### config.mk
export PLATFORM = sky130hd
export DESIGN_NAME = rrpq_cell
export DESIGN_NICKNAME = d
export VERILOG_FILES = /design/src/rtl/ranked_rect_point_query_core_assert.svh /design/src/rtl/rrpq_pkg.sv /design/src/rtl/rrpq_cell.sv
export SDC_FILE = /design/constraint.sdc
export NUM_CORES = 1
export LEC_CHECK = 0
export ABC_AREA = 1
export ABC_CLOCK_PERIOD_IN_PS = 7700
export BUFFER_PORTS_ARGS = -buffer_cell sky130_fd_sc_hd__buf_2
export CELL_PAD_IN_SITES_DETAIL_PLACEMENT = 1
export CELL_PAD_IN_SITES_GLOBAL_PLACEMENT = 1
export CORE_AREA = 2 2 172 174
export CTS_BUF_LIST = sky130_fd_sc_hd__clkbuf_2
export CTS_CLUSTER_SIZE = 16
export DETAILED_ROUTE_END_ITERATION = 12
export DIE_AREA = 0 0 174 176
export PLACE_DENSITY_LB_ADDON = 0.05
export SYNTH_ARGS = -nofsm -noshare
export SYNTH_HDL_FRONTEND = slang
export SYNTH_SLANG_ARGS = --single-unit
### constraint.sdc
create_clock -name clk -period 7.7 [get_ports clk]
set_input_delay 1.54 -clock clk [delete_from_list [all_inputs] [get_ports clk]]
set_output_delay 1.54 -clock clk [all_outputs]
set_load 0.02 [all_outputs]
### src/rtl/ranked_rect_point_query_core_assert.svh
// Assertion macros shared by the block's RTL.
`ifndef RANKED_RECT_POINT_QUERY_CORE_ASSERT_SVH
`define RANKED_RECT_POINT_QUERY_CORE_ASSERT_SVH

// Implication checked on every rising clock edge outside reset.
`define RRPQ_ASSERT_IMP(label, pre, post) \
	label: assert property (@(posedge clk) disable iff (!arst_n) (pre) |-> (post)) \
	else $error("rrpq assertion failed");

// Next-cycle implication checked outside reset.
`define RRPQ_ASSERT_NXT(label, pre, post) \
	label: assert property (@(posedge clk) disable iff (!arst_n) (pre) |=> (post)) \
	else $error("rrpq assertion failed");

`endif

### src/rtl/rrpq_pkg.sv
// ---------------------------------------------------------------------------
// rrpq_pkg
// Types, constants and codes shared by the ranked rectangle point query core.
// ---------------------------------------------------------------------------
package rrpq_pkg;

	localparam int CAPACITY    = 1024;
	localparam int MAX_RESULTS = 64;
	localparam int IDX_W       = $clog2(CAPACITY);
	localparam int CNT_W       = $clog2(CAPACITY + 1);
	localparam int K_W         = 7;

	localparam logic [1:0] REQ_CLEAR = 2'd0;
	localparam logic [1:0] REQ_LOAD  = 2'd1;
	localparam logic [1:0] REQ_QUERY = 2'd2;

	localparam logic [2:0] ST_FOUND   = 3'd0;
	localparam logic [2:0] ST_NOMATCH = 3'd1;
	localparam logic [2:0] ST_LOADED  = 3'd2;
	localparam logic [2:0] ST_FULL    = 3'd3;
	localparam logic [2:0] ST_CLEARED = 3'd4;

	localparam logic [1:0] OP_HOLD   = 2'd0;
	localparam logic [1:0] OP_INSERT = 2'd1;
	localparam logic [1:0] OP_ROTATE = 2'd2;

	typedef struct packed {
		logic signed [31:0] x;
		logic signed [31:0] y;
		logic signed [31:0] rank;
		logic signed [7:0]  id;
	} point_t;

	typedef struct packed {
		logic [1:0]         req_type;
		logic signed [31:0] point_x;
		logic signed [31:0] point_y;
		logic signed [31:0] point_rank;
		logic signed [7:0]  point_id;
		logic signed [31:0] rect_low_x;
		logic signed [31:0] rect_low_y;
		logic signed [31:0] rect_high_x;
		logic signed [31:0] rect_high_y;
		logic [K_W-1:0]     max_count;
	} req_t;

	typedef struct packed {
		logic [2:0]         status;
		logic signed [31:0] out_x;
		logic signed [31:0] out_y;
		logic signed [31:0] out_rank;
		logic signed [7:0]  out_id;
		logic               is_last;
	} rsp_t;

	typedef struct packed {
		logic [1:0]       op;
		logic [CNT_W-1:0] count;
		point_t           pt;
	} cell_ctl_t;

endpackage

### src/rtl/rrpq_cell.sv
// ---------------------------------------------------------------------------
// rrpq_cell
// One slot of the rank-ordered point chain: sorted insert or ring rotation.
// ---------------------------------------------------------------------------
module rrpq_cell import rrpq_pkg::*; (
	input  logic             clk,
	input  logic [IDX_W-1:0] index,
	input  cell_ctl_t        ctl,
	input  point_t           prev_pt,
	input  logic             prev_shift,
	input  point_t           next_pt,
	output point_t           pt,
	output logic             shift
);

	point_t pt_q;
	logic   occupied;
	logic   at_tail;

	assign pt       = pt_q;
	assign occupied = {1'b0, index} < ctl.count;
	assign at_tail  = {1'b0, index} == ctl.count;
	// An occupied slot with a strictly larger rank moves one place down.
	assign shift    = occupied && (pt_q.rank > ctl.pt.rank);

	always_ff @(posedge clk) begin
		case (ctl.op)
			OP_INSERT: begin
				if (prev_shift)
					pt_q <= prev_pt;
				else if (shift || at_tail)
					pt_q <= ctl.pt;
			end
			OP_ROTATE: pt_q <= next_pt;
			default: ;
		endcase
	end

endmodule

; ---- After elaboration in Yosys (flattened, before gate mapping)
; Index checks and enable logic that the tools add are counted.
[totals]
register_bits = 104
elab_cells = 17
[op_classes]
order_cmp = 2
n_eq_ne = 4
mux = 3
n_reduce_logical = 4
[op_table]
columns = operator, n
row1 = $mux 104, 2
row2 = $pmux 104 s2, 1
row3 = $gt 32x32->1, 1
row4 = $eq 10x11->1, 1
row5 = $lt 10x11->1, 1
row6 = $ne 3x3->1 const B, 1
row7 = $eq 2x1->1 const B, 1
row8 = $eq 2x2->1 const B, 1
row9 = $reduce_and 2->1, 1
row10 = $reduce_bool 2->1, 1
row11 = $logic_and 1x1->1, 1
row12 = $logic_or 1x1->1, 1

; ---- Depth between registers and ports, before layout
; Gate-level depths: netlist of the first run.
[logic_depth]
word_depth = 6
mapped_depth = 18
ltp_nobuf = 18

; ---- Worst setup path after synthesis of the first run
; No wires, ideal clock.
[synth_timing]
path_type = in2reg
from = input port ctl[29] (netlist name)
to = register pt_q (netlist bit pt[0]) (enable)
setup_time_ns = 0.467
arrival_ns = 4.817
required_time_ns = 7.233
path_slack_ns = 2.416
stages = 13
path_buffers = 0
path_cell_list = inv_1 ha_1 a21oi_1 nor2_1 nor2_1 nand3_1 a21oi_2 nand2_1 nand2_1 nand3_2 nand2_1 nand2_1 nand2_1
[synth_between]
elab_chain_len = 5
[synth_lines]
columns = item, line_no
row1 = "start, declared", rrpq_cell.sv:8  ; input cell_ctl_t ctl,
row2 = $gt 32x32->1, rrpq_cell.sv:24  ; assign shift = occupied && (pt_q.rank > ctl.pt.rank);
row3 = $logic_and 1x1->1, rrpq_cell.sv:24
row4 = $logic_or 1x1->1, rrpq_cell.sv:31  ; else if (shift || at_tail)
row5 = $ne 3x3->1 (no source line), -
row6 = $reduce_and 2->1 (no source line), -
row7 = "end signal, assigned", rrpq_cell.sv:30  ; pt_q <= prev_pt;
row8 = "end signal, assigned", rrpq_cell.sv:32  ; pt_q <= ctl.pt;
row9 = "end signal, assigned", rrpq_cell.sv:34  ; OP_ROTATE: pt_q <= next_pt;
row10 = "end, declared", rrpq_cell.sv:16  ; point_t pt_q;
; No other way between the ends.
; A chain may end at the register's enable or synchronous reset.

; ---- Worst setup path after layout of the first run
[layout_timing]
from = input port ctl[13] (netlist name)
to = output port shift
[layout_between]
elab_chain_len = 2
[layout_lines]
columns = item, line_no
row1 = $gt 32x32->1, rrpq_cell.sv:24
row2 = $logic_and 1x1->1, rrpq_cell.sv:24
row3 = "end, declared", rrpq_cell.sv:13  ; output logic shift
; No other way between the ends.

==> reports/metrics.yaml, run 1 <==
outcome:
  status: "finished clean"
timing:
  setup_violations: 0
  finalHoldViolCount: 0
  clock_skew_ps: 40.6
  max_freq_mhz: 221
  relSlewSlack_pct: 35.7
  fin_setup_tns_ps: 0
  finalCritPeriodShare_pct: 58.8
  slew_viol_final: 0
  rsz0062_at_grt: "no"
  min_period_ps: 4530
  worst_slew_pin_slew_ps: 964
clock_network:
  holdBufCountCts: 0
  ctsResizeCount: 0
  cts_sinks: 104
  clock_latency_ps: 630
  clock_path_buffers: 2
  post-cts-setup-buffers: 0
  cts_buffers: 9
  cts_root_buffer: "clkbuf_2"
  cts_tree: "built"
  htree_levels: 3
  path_clk_slew_ps: 340
die:
  die_h_microns: 176
  num_io_pins: 442
  fp.dieW_microns: 174
  rows: 62
  fp.coreArea_sq_um: 28500
  dieArea_sq_um: 30600
  start_util_pct: 22.3
power_and_ir_drop:
  peakVddDrop_uv: 81.4
  netSwitchingFraction_pct: 34.4
  p_seq_share_pct: 49.7
  p_switching_w: 0.000491
  power.total_w: 0.00143
  p_int_w: 0.000936
  p_leak_nw: 4.53
  pwr-share-comb_pct: 29.4
  power.share.clock_pct: 20.9
  p_per_area_nw_per_um2: 158
critical_path:
  end_kind: "output port"
  cpMostUsedCell: "nand2_1"
  r2r_cells: 12
  r2r_setup_slack_ps: 4330
  slowest_stage: "ha_1"
  cp.arrival_ps: 2990
  crit_path_cell_trace: "buf_2, inv_1, ha_1, a21oi_1, nor2_1, nor2_1, nand2_1, nand2_1, nand2_1, nand2_1, nand2_1, nand2_1, nand3_2, inv_1, buf_2"
  worst-path-max-fanout: 2
  worstReg2RegStart: "pt[39]"
  worst_r2r_endpoint: "pt[68]"
  timing_worst_setup_path_type: "primary input to output port"
  required_ps: 6160
  max_stage_delay_ps: 290
  crit_path_start_kind: "primary input"
place:
  dp_hpwl_microns: 22100
  io_buffers: 441
  dpl_cell_area_sq_um: 8910
  place.gp.congestion: 0.775
detailed_routing:
  wirelength_microns: 27600
  post_drt_wl_per_cell_microns: 17.5
  vias_per_cell: 4.33
  post-route-drc-count: 0
  firstDrtPassIters: 4
  vias: 6843
  drt_iter0_markers: 274
  detail-route-antenna-nets: 0
worst_hold_path:
  hold_path.startpoint: "next_pt[78]"
  min_to: "pt[78]"
  hold_depth: 3
  hold_class: "primary input to register"
logic_synthesis:
  syn_area_per_cell_sq_um: 8.24
  ys_seq_area_share_pct: 49.2
  synthDistinctLibCells: 24
  syn_area_sq_um: 6350
  ys_ff_latch: 104
  synthCells: 771
  yosysWarningCount: 0
  syn-num-nets: 1150
cells_and_area:
  nets: 1563
  multi_input_area_sq_um: 2810
  fill_cells: 3636
  design_area_sq_um: 9050
  synthToLayoutAreaGrowth_pct: 42.5
  drive_above_1_share_pct: 39.9
  seq_area_sq_um: 3120
  largest_reg_flops: 104
global_routing:
  overflow: 0
  first_global_vias: 7020
  grt_usage_pct: 17.5
  grt_max_degree: 66
  grt_pass1_wl_microns: 40500
  antenna_found_initial: 11
run:
  cap_violations: 0
==> critical path, delay by kind of cell <==
| family | cells | cell delay (ps) |
|---|---|---|
| buffers and inverters | 4 | 360 |
| adders and majority gates | 1 | 290 |
| AOI/OAI and AO/OA | 1 | 160 |
| and+or+nand+nor | 9 | 630 |
==> cells by family (layout without fill, tap and decap cells) <==
group	count (synthesis)	after routing	synth area share, %
adder cells (fa/ha/maj)	42	42	8.27
other	0	6	0
buffers and inverters	108	526	6.80
AND/OR/NAND/NOR	390	390	23.5
AO/OA/AOI/OAI	127	127	12.3
flip-flops	104	104	49.2
==> layout make-up <==
cell class / instances / share of cell area [%]
Antenna cell: 6 / 0.166
Clock buffer: 10 / 0.553
Clock inverter: 6 / 0.829
Inverter: 62 / 2.58
Multi-Input combinational cell: 559 / 31.1
Sequential cell: 104 / 34.5
Tap cell: 384 / 5.31
Timing Repair Buffer: 448 / 25.0
==> synth_stat cells <==
library cell / n / area share, %
a21o_1: 1 / 0.12
a21oi_1: 15 / 1.2
a21oi_2: 2 / 0.28
a31oi_1: 104 / 10
buf_1: 2 / 0.12
buf_2: 18 / 1.4
clkbuf_1: 25 / 1.5
clkbuf_4: 1 / 0.12
clkinv_1: 1 / 0.059
edfxtp_1: 104 / 49
ha_1: 42 / 8.3
inv_1: 59 / 3.5
inv_2: 2 / 0.12
nand2_1: 262 / 15
nand2_2: 1 / 0.099
nand3_1: 4 / 0.32
nand3_2: 1 / 0.16
nand4_1: 3 / 0.30
nor2_1: 117 / 6.9
nor2_2: 2 / 0.20
o21a_2: 1 / 0.14
o21ai_0: 2 / 0.16
o21ai_1: 1 / 0.079
o31ai_1: 1 / 0.12
==> routing by layer <==
metal	vias to the layer above	GRT usage, %	part of all wire [%]
met5	-	0	0.17
met4	8	4.38	0.75
met3	18	5.21	6.8
met2	228	32.4	53
met1	3155	19.6	40
li1	3434	-	-
==> cells in the final DEF (no fill, tap or decap), types with 2 or more instances in the layout <==
cell type	instances
buf_2	440
nand2_1	260
nor2_1	117
a31oi_1	104
edfxtp_1	104
inv_1	59
ha_1	42
a21oi_1	15
clkbuf_2	10
buf_4	8
diode_2	6
nand3_1	4
nand4_1	3
nand2_4	2
nor2_2	2
a21oi_2	2
o21ai_0	2
inv_6	2
==> power by group through the flow <==
| stage | registers, W | clock network [W] | logic (W) |
|---|---|---|---|
| 2_1_floorplan | 0.000792 | 0 | 0.000161 |
| 3_3_place_gp | 0.000721 | 0 | 0.000431 |
| 3_5_place_dp | 0.000723 | 0 | 0.000431 |
| 4_1_cts | 0.000710 | 0.000319 | 0.000432 |
| 5_1_grt | 0.000715 | 0.000331 | 0.000470 |
| 6_report | 0.000709 | 0.000299 | 0.000420 |
==> stage by stage <==
stage / instances / hold WS (ps) / util (%) / setup slack, ps
2_1_floorplan: 771 / 1790 / - / 2420
3_3_place_gp: 1557 / 1820 / 31.2 / 2760
3_5_place_dp: 1557 / 1830 / 31.2 / 2760
4_1_cts: 1573 / 1140 / 31.7 / 3150
5_1_grt: 1579 / 1140 / 31.7 / 2940
6_report: 1579 / 1230 / 31.7 / 3170
==> worst max path at each step <==
| stage | from | to | cells past startpoint |
|---|---|---|---|
| finish | ctl[13] | shift | 15 |
| global route | ctl[13] | shift | 15 |
| CTS | ctl[13] | shift | 15 |
| detailed placement | prev_shift | pt[81] | 8 |
| global placement | prev_shift | pt[78] | 8 |
| floorplan | ctl[29] | pt[0] | 13 |
Power figures use the tool's default switching activity.
==> run 2: changes to the inputs <==
--- a/config.mk
+++ b/config.mk
@@ -6,15 +6,15 @@
 export NUM_CORES = 1
 export LEC_CHECK = 0
 export ABC_AREA = 1
-export ABC_CLOCK_PERIOD_IN_PS = 7700
+export ABC_CLOCK_PERIOD_IN_PS = 3800
 export BUFFER_PORTS_ARGS = -buffer_cell sky130_fd_sc_hd__buf_2
 export CELL_PAD_IN_SITES_DETAIL_PLACEMENT = 1
 export CELL_PAD_IN_SITES_GLOBAL_PLACEMENT = 1
-export CORE_AREA = 2 2 172 174
+export CORE_AREA = 2 2 169 171
 export CTS_BUF_LIST = sky130_fd_sc_hd__clkbuf_2
 export CTS_CLUSTER_SIZE = 16
 export DETAILED_ROUTE_END_ITERATION = 12
-export DIE_AREA = 0 0 174 176
+export DIE_AREA = 0 0 171 173
 export PLACE_DENSITY_LB_ADDON = 0.05
 export SYNTH_ARGS = -nofsm -noshare
 export SYNTH_HDL_FRONTEND = slang
==> constraint.sdc (replaced) <==
create_clock -name clk -period 3.8 [get_ports clk]
set_input_delay 0.76 -clock clk [delete_from_list [all_inputs] [get_ports clk]]
set_output_delay 0.76 -clock clk [all_outputs]
set_load 0.02 [all_outputs]
==> run 2 against run 1 <==
Compared with the run above: cell count shrank 0.19%; clock power up 100%; flip-flop and latch count did not move; sequential power grew 100%; global-route usage up 0.73 points; critical path depth down 4; clock-buffer cell count decreased by 1; power grew 100%; routed wire length increased by 0.70%; critical path type is now register to output port; largest cell class unchanged; largest power group unchanged.
==> reports/metrics.yaml, run 2 (synthesized netlist as in run 1, its figures left out) <==
cells_and_area:
  fill_cells: 3493  # was 3636
  largest_reg_flops: 104  # unchanged
  drive_above_1_share_pct: 40.0  # was 39.9%
  synthToLayoutAreaGrowth_pct: 43.6  # was 42.5%
  layout_commonest_cell: "buf_2"  # unchanged
  nets: 1565  # was 1563
  final_cell_mix: "buf_2 (440), nand2_1 (260), nor2_1 (117)"  # unchanged
clock_network:
  cts_tree: "built"  # unchanged
  cts_buffers: 9  # unchanged
  path_clk_slew_ps: 360  # was 340 ps
  clock_path_buffers: 2  # unchanged
  post-cts-setup-buffers: 0  # unchanged
  cts_sinks: 104  # unchanged
  clock_latency_ps: 640  # was 630 ps
  holdBufCountCts: 0  # unchanged
  ctsResizeCount: 0  # unchanged
  htree_levels: 3  # unchanged
  cts_root_buffer: "clkbuf_2"  # unchanged
global_routing:
  grt_pass1_wl_microns: 40400  # was 40500 microns
  overflow: 0  # unchanged
  grt_usage_pct: 18.2  # was 17.5%
  antenna_found_initial: 13  # was 11
  first_global_vias: 6876  # was 7020
  grt_max_degree: 105  # was 66
timing:
  setup_violations: 0  # unchanged
  clock_skew_ps: 62.1  # was 40.6 ps
  worst_slew_pin_slew_ps: 711  # was 964 ps
  fin_setup_tns_ps: 0  # unchanged
  slew_viol_final: 0  # unchanged
  relSlewSlack_pct: 52.6  # was 35.7%
  finalHoldViolCount: 0  # unchanged
  max_freq_mhz: 318
  finalCritPeriodShare_pct: 82.6
  min_period_ps: 3140
  rsz0062_at_grt: "no"  # unchanged
detailed_routing:
  firstDrtPassIters: 6  # was 4
  vias_per_cell: 4.36  # was 4.33
  detail-route-antenna-nets: 0  # unchanged
  drt_iter0_markers: 204  # was 274
  vias: 6869  # was 6843
  post-route-drc-count: 0  # unchanged
  post_drt_wl_per_cell_microns: 17.6  # was 17.5 microns
  wirelength_microns: 27800  # was 27600 microns
critical_path:
  r2r_cells: 12  # unchanged
  crit_path_cell_trace: "ha_1, nand2_1, nor2_1, nand4_1, nor2_1, nand2_1, o21ai_1, a21oi_2, nand3_2, inv_1, buf_2"  # was buf_2, inv_1, ha_1, a21oi_1, nor2_1, nor2_1, nand2_1, nand2_1, nand2_1, nand2_1, nand2_1, nand2_1, nand3_2, inv_1, buf_2
  timing_worst_setup_path_type: "register to output port"  # was primary input to output port
  crit_path_start_kind: "register"  # was primary input
  end_kind: "output port"  # unchanged
  required_ps: 3040  # was 6160 ps
  slowest_stage: "edfxtp_1"  # was ha_1
  worst-path-max-fanout: 2  # unchanged
  r2r_setup_slack_ps: 1360  # was 4330 ps
  max_stage_delay_ps: 470  # was 290 ps
  cp.arrival_ps: 2380  # was 2990 ps
run:
  cap_violations: 0  # unchanged
place:
  place.gp.congestion: 0.783  # was 0.775
  dp_hpwl_microns: 21900  # was 22100 microns
  io_buffers: 441  # unchanged
power_and_ir_drop:
  peakVddDrop_uv: 114  # was 81.4 uV
  p_leak_nw: 4.56  # was 4.53 nW
  power.total_w: 0.00290  # was 0.00143 W
  p_per_area_nw_per_um2: 318  # was 158 nW/um^2
die:
  die_h_microns: 173  # was 176 microns
  start_util_pct: 23.0  # was 22.3%
  num_io_pins: 442  # unchanged
  fp.dieW_microns: 171  # was 174 microns
  dieArea_sq_um: 29600  # was 30600 sq um
  fp.coreArea_sq_um: 27600  # was 28500 sq um
  rows: 61  # was 62
worst_hold_path:
  hold_class: "primary input to register"  # unchanged
  hold_depth: 3  # unchanged
outcome:
  status: "finished clean"  # unchanged
## run 2: cell count changes in the layout (fill, tap and decap cells not counted), sizes merged
| cell | before | now |
|---|---|---|
| clkinv | 3 | 5 |
| diode | 6 | 8 |
| clkbuf | 10 | 9 |
| buf | 448 | 450 |
| inv | 63 | 62 |
| clkinvlp | 1 | 0 |
## run 2: final cells by class
type	instances	area (sq um)	area share [%]
tap	378	473	5.18
timing repair buffer	450	2340	25.6
clock buffer	9	45.0	0.494
multi-input combinational	559	2810	30.8
sequential	104	3120	34.2
inverter	62	234	2.56
antenna	8	20.0	0.219
clock inverter	6	76.3	0.837
## run 2: critical path, delay by kind of cell, from the launching register on
kind,cells,cell delay [ps]
simple gates,6,630
flops,1,470
fa+ha+maj,1,320
buf+inv,2,190
compound gates,2,140
## run 2: metal layers
layer	part of all wire, %	global-route usage (%)	vias to the layer above	wire length [microns]
li1	-	-	3444	-
met1	39	20.2	3128	10700
met2	51	32.9	252	14200
met3	8.0	5.52	35	2220
met4	2.2	5.86	10	603
met5	0.24	0	-	66
## run 2: final timing paths
| check | from | to |
|---|---|---|
| setup reg to reg | pt[39] | pt[102] |
| hold / removal | next_pt[75] | pt[75] |
| hold reg to reg | pt[39] | pt[1] |
| setup / recovery | pt[15] | shift |
## run 2: power breakdown
part / switching (W) / internal [W] / total, W
clock network: 0.000440 / 0.000161 / 0.000601
registers: 0.0000321 / 0.00140 / 0.00143
logic: 0.000528 / 0.000337 / 0.000865
## run 2: metrics by stage
step	cells	hold WS (ps)	util [%]	area [sq um]	setup slack, ps
after floorplan	771	1010	-	6350	299
after global placement	1553	1110	32.5	8980	838
after detailed placement	1553	1110	32.5	8980	820
after CTS	1568	339	32.9	9100	481
after global routing	1572	368	33.0	9110	330
final	1576	435	33.0	9120	660
